==> src/sv/cstrip_pkg.sv <==
// ----------------------------------------------------------------------------
// cstrip_pkg
// Shared types and character constants for the C comment stripper.
// ----------------------------------------------------------------------------
package cstrip_pkg;

  // Characters of interest
  localparam logic [7:0] ChQuote  = 8'h22;
  localparam logic [7:0] ChBslash = 8'h5C;
  localparam logic [7:0] ChSlash  = 8'h2F;
  localparam logic [7:0] ChStar   = 8'h2A;
  localparam logic [7:0] ChNl     = 8'h0A;

  // Most result words one input byte can release
  localparam int unsigned MaxRes  = 3;
  // Output queue depth: one word in flight plus a full burst
  localparam int unsigned QDepth  = 4;

  // One result word
  typedef struct packed {
    logic [7:0] chr;
    logic       has;
    logic       last;
  } res_t;

  // Result words released by one input byte, slot 0 first
  typedef struct packed {
    logic [1:0]            cnt;
    res_t [MaxRes-1:0]     item;
  } res_grp_t;

endpackage

==> src/sv/cstrip_core.sv <==
// ----------------------------------------------------------------------------
// cstrip_core
// Comment and string tracking, two-byte hold buffer and release of words.
// ----------------------------------------------------------------------------
module cstrip_core
  import cstrip_pkg::*;
(
  input  logic       clk_i,
  input  logic       rst_ni,
  input  logic       cfg_we_i,
  input  logic       cfg_wdata_i,
  input  logic       accept_i,
  input  logic [7:0] char_i,
  input  logic       last_i,
  output res_grp_t   grp_o
);

  logic       strip_q;
  logic       str_q, str_d;
  logic       lc_q, lc_d;
  logic       bc_q, bc_d;
  logic [7:0] prev_q, prev_d;
  logic [7:0] h0_q, h0_d;
  logic [7:0] h1_q, h1_d;
  logic [1:0] hc_q, hc_d;
  res_grp_t   grp;

  // Next state and released words for the byte on the input
  always_comb begin
    logic       in_cmt;
    logic       do_wd;
    logic [7:0] wd_exp;
    logic [7:0] newest;
    logic [1:0] n;
    res_t [MaxRes-1:0] rs;

    str_d  = str_q;
    lc_d   = lc_q;
    bc_d   = bc_q;
    prev_d = char_i;
    h0_d   = h0_q;
    h1_d   = h1_q;
    hc_d   = hc_q;
    n      = 2'd0;
    rs     = '0;
    do_wd  = 1'b0;
    wd_exp = ChSlash;
    newest = h0_q;
    in_cmt = lc_q | bc_q;

    if (!strip_q) begin
      // pass-through: drain held bytes, then the input byte
      if (hc_q != 2'd0) begin
        rs[n] = '{chr: h0_q, has: 1'b1, last: 1'b0};
        n = n + 2'd1;
      end
      if (hc_q == 2'd2) begin
        rs[n] = '{chr: h1_q, has: 1'b1, last: 1'b0};
        n = n + 2'd1;
      end
      hc_d = 2'd0;
      rs[n] = '{chr: char_i, has: 1'b1, last: 1'b0};
      n = n + 2'd1;
    end else begin
      // mode tracking
      if (!in_cmt && char_i == ChQuote && prev_q != ChBslash) begin
        str_d = ~str_q;
      end else if (str_q) begin
        // string body, nothing to track
      end else if (!in_cmt && char_i == ChSlash && prev_q == ChSlash) begin
        lc_d   = 1'b1;
        do_wd  = 1'b1;
        prev_d = 8'h00;
      end else if (!in_cmt && char_i == ChStar && prev_q == ChSlash) begin
        bc_d   = 1'b1;
        do_wd  = 1'b1;
        prev_d = 8'h00;
      end else if (char_i == ChNl && prev_q != ChBslash) begin
        lc_d = 1'b0;
      end

      // hold, splice or close
      if (!lc_d && !bc_d) begin
        if (char_i == ChNl && prev_q == ChBslash) begin
          do_wd  = 1'b1;
          wd_exp = ChBslash;
        end else begin
          if (hc_d == 2'd2) begin
            rs[n] = '{chr: h0_q, has: 1'b1, last: 1'b0};
            n = n + 2'd1;
            h0_d = h1_q;
            h1_d = char_i;
          end else if (hc_d == 2'd1) begin
            h1_d = char_i;
            hc_d = 2'd2;
          end else begin
            h0_d = char_i;
            hc_d = 2'd1;
          end
        end
      end else if (bc_d && in_cmt && char_i == ChSlash && prev_q == ChStar) begin
        bc_d   = 1'b0;
        prev_d = 8'h00;
      end

      // withdraw newest held byte if it is the expected one
      newest = (hc_q == 2'd2) ? h1_q : h0_q;
      if (do_wd && hc_q != 2'd0 && newest == wd_exp) begin
        hc_d = hc_q - 2'd1;
      end
    end

    // end of stream: flush and mark the final word
    if (last_i) begin
      if (hc_d != 2'd0) begin
        rs[n] = '{chr: h0_d, has: 1'b1, last: (hc_d == 2'd1)};
        n = n + 2'd1;
        if (hc_d == 2'd2) begin
          rs[n] = '{chr: h1_d, has: 1'b1, last: 1'b1};
          n = n + 2'd1;
        end
      end else if (n != 2'd0) begin
        rs[n - 2'd1].last = 1'b1;
      end else begin
        rs[n] = '{chr: 8'h00, has: 1'b0, last: 1'b1};
        n = n + 2'd1;
      end
      str_d  = 1'b0;
      lc_d   = 1'b0;
      bc_d   = 1'b0;
      prev_d = 8'h00;
      hc_d   = 2'd0;
    end

    grp.cnt  = n;
    grp.item = rs;
  end

  assign grp_o = grp;

  // Control state
  always_ff @(posedge clk_i or negedge rst_ni) begin
    if (!rst_ni) begin
      strip_q <= 1'b1;
      str_q   <= 1'b0;
      lc_q    <= 1'b0;
      bc_q    <= 1'b0;
      prev_q  <= 8'h00;
      hc_q    <= 2'd0;
    end else begin
      if (cfg_we_i) begin
        strip_q <= cfg_wdata_i;
      end
      if (accept_i) begin
        str_q  <= str_d;
        lc_q   <= lc_d;
        bc_q   <= bc_d;
        prev_q <= prev_d;
        hc_q   <= hc_d;
      end
    end
  end

  // Held bytes, only read below the fill count
  always_ff @(posedge clk_i) begin
    if (accept_i) begin
      h0_q <= h0_d;
      h1_q <= h1_d;
    end
  end

  // Checks
  a_last_clears: assert property (@(posedge clk_i) disable iff (!rst_ni)
    (accept_i && last_i) |=> (hc_q == 2'd0 && !lc_q && !bc_q && !str_q))
    else $error("stream state not cleared after final byte");

  a_hold_range: assert property (@(posedge clk_i) disable iff (!rst_ni)
    hc_q != 2'd3)
    else $error("hold count out of range");

  a_last_yields: assert property (@(posedge clk_i) disable iff (!rst_ni)
    (last_i || !strip_q) |-> grp.cnt != 2'd0)
    else $error("final or pass-through byte released nothing");

endmodule

==> src/sv/cstrip_outq.sv <==
// ----------------------------------------------------------------------------
// cstrip_outq
// Shift-register result queue: takes a burst of up to three words per cycle
// while room is open; presents the oldest word at a fixed head register.
// ----------------------------------------------------------------------------
module cstrip_outq
  import cstrip_pkg::*;
(
  input  logic     clk_i,
  input  logic     rst_ni,
  input  logic     push_i,
  input  res_grp_t grp_i,
  output logic     room_o,
  output logic     valid_o,
  input  logic     ready_i,
  output res_t     head_o
);

  localparam int unsigned CntW = $clog2(QDepth + 1);

  res_t [QDepth-1:0] q_q, q_d;
  logic [CntW-1:0]   cnt_q, cnt_d;
  logic              pop;
  logic [CntW-1:0]   push_n;

  assign pop    = valid_o && ready_i;
  assign push_n = push_i ? CntW'(grp_i.cnt) : '0;

  // Shift out the head, then append the new words behind what remains
  always_comb begin
    res_t [QDepth-1:0] sh;
    logic [CntW-1:0]   base;
    logic [CntW-1:0]   k;

    base = cnt_q - CntW'(pop);
    for (int i = 0; i < QDepth - 1; i++) begin
      sh[i] = pop ? q_q[i+1] : q_q[i];
    end
    sh[QDepth-1] = q_q[QDepth-1];

    q_d = sh;
    for (int i = 0; i < QDepth; i++) begin
      k = CntW'(i) - base;
      if (CntW'(i) >= base && k < push_n) begin
        q_d[i] = grp_i.item[k[1:0]];
      end
    end
    cnt_d = base + push_n;
  end

  always_ff @(posedge clk_i or negedge rst_ni) begin
    if (!rst_ni) begin
      cnt_q <= '0;
    end else begin
      cnt_q <= cnt_d;
    end
  end

  always_ff @(posedge clk_i) begin
    q_q <= q_d;
  end

  assign valid_o = cnt_q != '0;
  assign head_o  = q_q[0];
  assign room_o  = cnt_q <= CntW'(QDepth - MaxRes);

  // Checks
  a_cnt_range: assert property (@(posedge clk_i) disable iff (!rst_ni)
    cnt_q <= CntW'(QDepth))
    else $error("queue count out of range");

  a_no_overflow: assert property (@(posedge clk_i) disable iff (!rst_ni)
    push_i |-> room_o)
    else $error("burst pushed without room");

endmodule

==> src/sv/c_comment_stripper_unit.sv <==
// ----------------------------------------------------------------------------
// c_comment_stripper_unit
// A released word is registered in the result queue behind any older words.
// Throughput: one byte per cycle while the sink is ready and each byte releases
//   at most one word; a byte releasing two or three words stalls the input.
// Input readiness is set by the four-entry result queue (room for a burst).
// Reset (async, active low) clears all flags and counts; stripping is enabled.
// ----------------------------------------------------------------------------
module c_comment_stripper_unit
  import cstrip_pkg::*;
(
  input  logic       clk_i,
  input  logic       rst_ni,
  // configuration: strip_enable
  input  logic       cfg_we_i,
  input  logic       cfg_wdata_i,
  // source bytes
  input  logic       s_axis_tvalid,
  output logic       s_axis_tready,
  input  logic [7:0] s_axis_tdata,   // [7:0] in_char
  input  logic       s_axis_tlast,   // in_last
  // released words
  output logic       m_axis_tvalid,
  input  logic       m_axis_tready,
  output logic [7:0] m_axis_tdata,   // [7:0] out_char
  output logic       m_axis_tuser,   // [0] has_char
  output logic       m_axis_tlast    // out_last
);

  logic     room;
  logic     accept;
  res_grp_t grp;
  res_t     head;

  assign s_axis_tready = room;
  assign accept        = s_axis_tvalid && room;

  // Tracking and hold buffer
  cstrip_core u_core (
    .clk_i       (clk_i),
    .rst_ni      (rst_ni),
    .cfg_we_i    (cfg_we_i),
    .cfg_wdata_i (cfg_wdata_i),
    .accept_i    (accept),
    .char_i      (s_axis_tdata),
    .last_i      (s_axis_tlast),
    .grp_o       (grp)
  );

  // Result queue
  cstrip_outq u_outq (
    .clk_i   (clk_i),
    .rst_ni  (rst_ni),
    .push_i  (accept),
    .grp_i   (grp),
    .room_o  (room),
    .valid_o (m_axis_tvalid),
    .ready_i (m_axis_tready),
    .head_o  (head)
  );

  assign m_axis_tdata = head.chr;
  assign m_axis_tuser = head.has;
  assign m_axis_tlast = head.last;

  // Checks
  a_last_out: assert property (@(posedge clk_i) disable iff (!rst_ni)
    (accept && s_axis_tlast) |=> m_axis_tvalid)
    else $error("no result word after final byte");

endmodule

==> config.mk <==
export PLATFORM = sky130hd
export DESIGN_NAME = c_comment_stripper_unit
export DESIGN_NICKNAME = d
export VERILOG_FILES = /design/src/sv/cstrip_pkg.sv /design/src/sv/cstrip_core.sv /design/src/sv/cstrip_outq.sv /design/src/sv/c_comment_stripper_unit.sv
export SDC_FILE = /design/constraint.sdc
export NUM_CORES = 1
export LEC_CHECK = 0
export ABC_CLOCK_PERIOD_IN_PS = 5700
export BUFFER_PORTS_ARGS = -buffer_cell sky130_fd_sc_hd__buf_4
export CORE_MARGIN = 2
export CORE_UTILIZATION = 40
export CTS_CLUSTER_SIZE = 14
export DETAILED_ROUTE_END_ITERATION = 7
export PLACE_DENSITY = 0.67
export SLEW_MARGIN = 40
export SYNTH_ARGS = -nofsm -noshare
export SYNTH_HDL_FRONTEND = slang
export SYNTH_SLANG_ARGS = --single-unit
==> constraint.sdc <==
create_clock -name clk_i -period 5.7 [get_ports clk_i]
set_input_delay 0.285 -clock clk_i [delete_from_list [all_inputs] [get_ports clk_i]]
set_output_delay 0.285 -clock clk_i [all_outputs]
set_load 0.02 [all_outputs]
* After elaboration in Yosys (flattened, before gate mapping) *
Cells that the tools add are included.

storage, ports and cells
  register bits = 73
  output and inout bits = 12
  word-level logic and storage cells = 224

operators by class
  $add $sub $neg = 12
  $lt $le $gt $ge = 23
  eq/ne operators = 13
  mux-type cells = 111
  bitwise logic cells = 5
  reduce and logical (&&, ||, !) cells = 39

operators with widths
  operator                                                                count
  10-bit 2-to-1 mux                                                       20
  30-bit 2-to-1 mux                                                       6
  8-bit 2-to-1 mux                                                        21
  30-bit bitwise mux                                                      5
  10-bit demux with 2-bit select                                          5
  10-bit binary-select mux with 2-bit select                              4
  8-bit by 6-bit == test with 1-bit output (second input constant)        5
  2-bit 2-to-1 mux                                                        18
  1-bit 2-to-1 mux                                                        30
  27-bit AND                                                              1
  2-bit by 3-bit < comparator with 1-bit output (second input constant)   9
  27-bit inverter                                                         1
  1-bit logical AND                                                       25
  20-bit 2-to-1 mux                                                       1
  2-bit nonzero test                                                      8
  3-bit < comparator                                                      4
  2-bit by 1-bit >= comparator with 1-bit output (second input constant)  5
  2-bit by 1-bit adder with 2-bit output (second input constant)          4
  8-bit by 4-bit == test with 1-bit output (second input constant)        1
  8-bit by 7-bit == test with 1-bit output (second input constant)        1
  8-bit == test                                                           1
  8-bit by 7-bit != test with 1-bit output (second input constant)        1
  7-bit 2-to-1 mux                                                        1
  1-bit by 3-bit >= comparator with 1-bit output (first input constant)   2
  16 further kinds                                                        24

* Longest topological paths before layout *
  depth in word-level cells = 26
  gate-level depth with buffers = 19

* Hierarchy *
Synthesis repeated with hierarchy kept, for this count alone.

unflattened totals
  cells, all modules = 569
  area total of the unflattened synthesis = 5465.2 µm²

modules (own cells, without submodules)
  module                   instances  cells each  area an instance (µm²)
  cstrip_outq              1          231         2732.6
  cstrip_core              1          337         2726.4
  c_comment_stripper_unit  1          1           6.3

* Worst setup path before layout *
Ideal clock, no wire load.

  path type = register -> register
  start point = reg u_core.hc_q[0]
  end point = reg u_outq.q_q, in the netlist u_outq.head_o[5] (data pin)
  setup time = 0.149 ns
  arrival time = 4.720 ns
  slack = 0.831 ns
  stages on the path, launching flop included = 18
  path buffers = 1
  clock period less this slack = 4.869 ns
  path through = dfrtp_1 > inv_1 > ha_1 > or4bb_1 > a21oi_1 > nor4b_1 > a22o_1 > a21oi_1 > or3_1 > o32a_1 > and2_1 > inv_1 > ha_1 > nor2b_1 > nor4_1 > clkbuf_1 > o221ai_1 > a2bb2oi_1

RTL lines
  item                    RTL line            text
  start, declared         cstrip_core.sv:25   logic [1:0] hc_q, hc_d;
  start signal, assigned  cstrip_core.sv:149  hc_q <= 2'd0;
  start signal, assigned  cstrip_core.sv:159  hc_q <= hc_d;
  end signal, assigned    cstrip_outq.sv:60   q_q <= q_d;
  end, declared           cstrip_outq.sv:21   res_t [QDepth-1:0] q_q, q_d;

==> results.md <==
- Run status: finished clean
- Hold Path Sink: u_core.strip_q$_DFFE_PN1P_
- Post-synth EDFFs: 56
- Post-Syn Nets: 671
- Top post-synthesis cells by area: edfxtp_1, dfrtp_1, ha_1
- Layout cells sized above 1: 0.152
- # diodes: 0
- Crit. End Element: flip-flop
- Total power: 0.00409 W
- Worst Reg-to-Reg Cells: 16
- Cell family with most CP delay: simple AND/OR/NAND/NOR gates
- Setup tns final: 0 ps
- CP Launch Type: flip-flop
- Clock latency on the worst-skew pair: 350 ps
- Initial antenna violation count: 0
- Hold slack: 90.3 ps
- Antenna viol nets, final: 0
- Drt pass-1 iters: 7
- Clock Path Buffers: 2
- Global-route wire length before repair: 27500 µm
- DR top layer: met4
- Reg2Reg Capture Point: u_outq.head_o[6]$_DFFE_PP_
- Post-synthesis average cell area: 9.06 µm²
- Setup violations, final: 0
- Final instance area: 6420 µm²
- Core region area: 14000 µm²
- Ports: 27
- Ys async rst share: 0.233
- DP Worst Slack: 374 ps
- Synthesized area: 5750 µm²
- Top-count cell post-synth: nor2_1
- Crit path kind: reg -> reg
- Leak Pwr: 2.33 nW
- Fill count: 1353
- Total gr overflow: 0
- Top cell type's share of synthesized area: 0.292
- Crit-path slowest cell: or4_1
- Register area share after synthesis: 0.367
- Hold Path Class: in -> reg
- Final HPWL DP: 12900 µm
- Post-DP Area: 6070 µm²
- Syn. warnings: 0
- CTS tree: yes
- Top_reg_cell synth: edfxtp_1
- Total Routing Usage GR: 0.235
- Top cells by count, synth: nor2_1, nand2_1, edfxtp_1
- Full die area: 15400 µm²
- Power per Cell Area: 637 nW/µm²
- Unrepaired setup endpoints after global routing: no
- WL met1: 7350 µm
- WP data required: 5770 ps
- Std-Cell Rows: 43
- R2R Path Start: u_core.hc_q[0]$_DFFE_PN0P_
- Die Y: 124 µm
- Worst endpoint data arrival time: 5290 ps
- Met3 routed WL: 1430 µm
- Largest net degree at the start of global routing: 36
- Reg2Reg Setup Slack: 480 ps
- Delay of the slowest critical-path stage: 630 ps
- Worst slew pin tran: 710 ps
- Final critical-path required period: 5220 ps
- Root Buffer: clkbuf_16
- WL/cell: 20.8 µm
- Vias after detailed routing: 5426
- Max-cap violation count: 0
- Starting density of the core: 0.411
- # port buffers: 26
- Final Hold Fails: 0
- Drt via density: 6.58
- Post-Route WL: 17200 µm
- Post-route DRC: 0
- FF+latch count, synth: 73
- Max_slew headroom: 0.524
- Cell variety after synth: 86
- Total CTS buffers: 9
- RePlAce Congestion: 0.953
- Sink Count: 73
- Initial DRC Count: 747
- Skew final: 5.51 ps
- WP buf/inv: 2
- Hold depth: 2
- Fin crit share: 0.916
- Die width: 124 µm
- H-Tree Depth: 3
- Pins Over Slew Limit: 0
- Clock transition at path regs: 60 ps
- Crit path cell chain: inv_1 > ha_1 > or4bb_1 > a21oi_1 > nor4b_2 > a22o_1 > a21oi_1 > or3_1 > o32a_1 > and2_1 > inv_1 > ha_1 > nor2b_1 > or4_1 > nor3_1 > a22oi_1
- Critical Path Fanout Max: 9
- Cells after Synth: 635
- Routed met2 length: 7890 µm
- Max Clk Rate: 191 MHz
- Vias in the first global route: 5047
- Hold_sp: cfg_we_i
- Leading area contributor after synthesis: edfxtp_1
- P&R area growth vs syn: 11.7%
- Final Worst Setup Slack: 476 ps
- Nets: 676
- Peak VDD IR: 258 µV
[per-stage QoR]
stage,util,cells
3_5_place_dp,0.434,808
6_report,0.459,825
5_1_grt,0.459,825
2_1_floorplan,-,635
3_3_place_gp,0.434,808
4_1_cts,0.459,825
[cell families (layout without fill, tap and decap cells)]
group           Yosys count  count (layout)  share of synthesized area
mux                      21              21                     0.0385
simple gates            211             211                      0.188
flops                    73              73                      0.367
fa+ha+maj                21              21                     0.0470
xor+xnor                  5               5                    0.00762
buf+inv                  72              82                     0.0559
compound gates          232             232                      0.297
[worst register-to-register path: cells and delay by family, from the launching register on]
family / cells / cell delay [ps]
DFF: 1 / 450
and+or+nand+nor: 7 / 2520
buffers and inverters: 2 / 330
AOI/OAI and AO/OA: 5 / 1130
adders and majority gates: 2 / 520
[worst max path at each step]
| stage | start | to | slack (ps) | cells after the start |
|---|---|---|---|---|
| after floorplan | u_core.hc_q[0]$_DFFE_PN0P_ | u_outq.head_o[5]$_DFFE_PP_ | 830 | 17 |
| after global placement | u_core.hc_q[0]$_DFFE_PN0P_ | u_outq.head_o[7]$_DFFE_PP_ | 550 | 15 |
| after detailed placement | u_core.hc_q[0]$_DFFE_PN0P_ | u_outq.head_o[8]$_DFFE_PP_ | 370 | 15 |
| after CTS | u_core.hc_q[0]$_DFFE_PN0P_ | u_outq.head_o[0]$_DFFE_PP_ | 370 | 15 |
| after global routing | u_core.hc_q[0]$_DFFE_PN0P_ | u_outq.head_o[6]$_DFFE_PP_ | 80 | 17 |
| final | u_core.hc_q[0]$_DFFE_PN0P_ | u_outq.head_o[6]$_DFFE_PP_ | 480 | 16 |
[registers in the layout, indices dropped and copies added, names as in the netlist, 2 cells and up]
signal,flops
u_core.prev_q,8
u_core.hc_q,2
u_outq.cnt_q,3
u_outq.head_o,10
u_outq.q_q,30
u_core.h1_q,8
u_core.h0_q,8
[final cells by class]
cell class | instances | area (µm²) | area share
Multi-Input combinational cell | 490 | 3340 | 0.519
Clock inverter | 6 | 106 | 0.0166
Timing Repair Buffer | 45 | 340 | 0.0530
Sequential cell | 73 | 2110 | 0.328
Inverter | 21 | 78.8 | 0.0123
Tap cell | 180 | 225 | 0.0351
Clock buffer | 10 | 229 | 0.0356
[layout by cell type (no fill, tap or decap), drive strengths merged, types with 7 or more instances in the layout]
cell / n
a21o: 7
a21oi: 42
a221o: 10
a22o: 12
a22oi: 13
a31oi: 21
buf: 44
clkbuf: 10
dfrtp: 16
edfxtp: 56
ha: 20
inv: 18
mux2: 9
mux2i: 12
nand2: 59
nand3: 15
nand4: 8
nor2: 65
nor3: 14
o211ai: 14
o21ai: 40
o22a: 8
[where the power goes]
group          internal (W)  switching, W  total (W)
registers          0.000943      0.000113    0.00106
logic              0.000835       0.00155    0.00238
clock network      0.000425      0.000227   0.000652
[timing repair]
action                                  CTS  global route
endpoints found under the hold margin    16             0
buffers inserted                          0             0
resized for setup                         0             3
endpoints found under the setup margin    0            24
hold buffers                              1             0
[routing by layer]
| layer | global-route usage | up-vias |
|---|---|---|
| li1 | - | 2473 |
| met1 | 0.316 | 2601 |
| met2 | 0.369 | 299 |
| met3 | 0.0449 | 53 |
| met4 | 0.104 | 0 |
| met5 | 0 | - |
No activity file was read; power rests on OpenSTA's default activity.
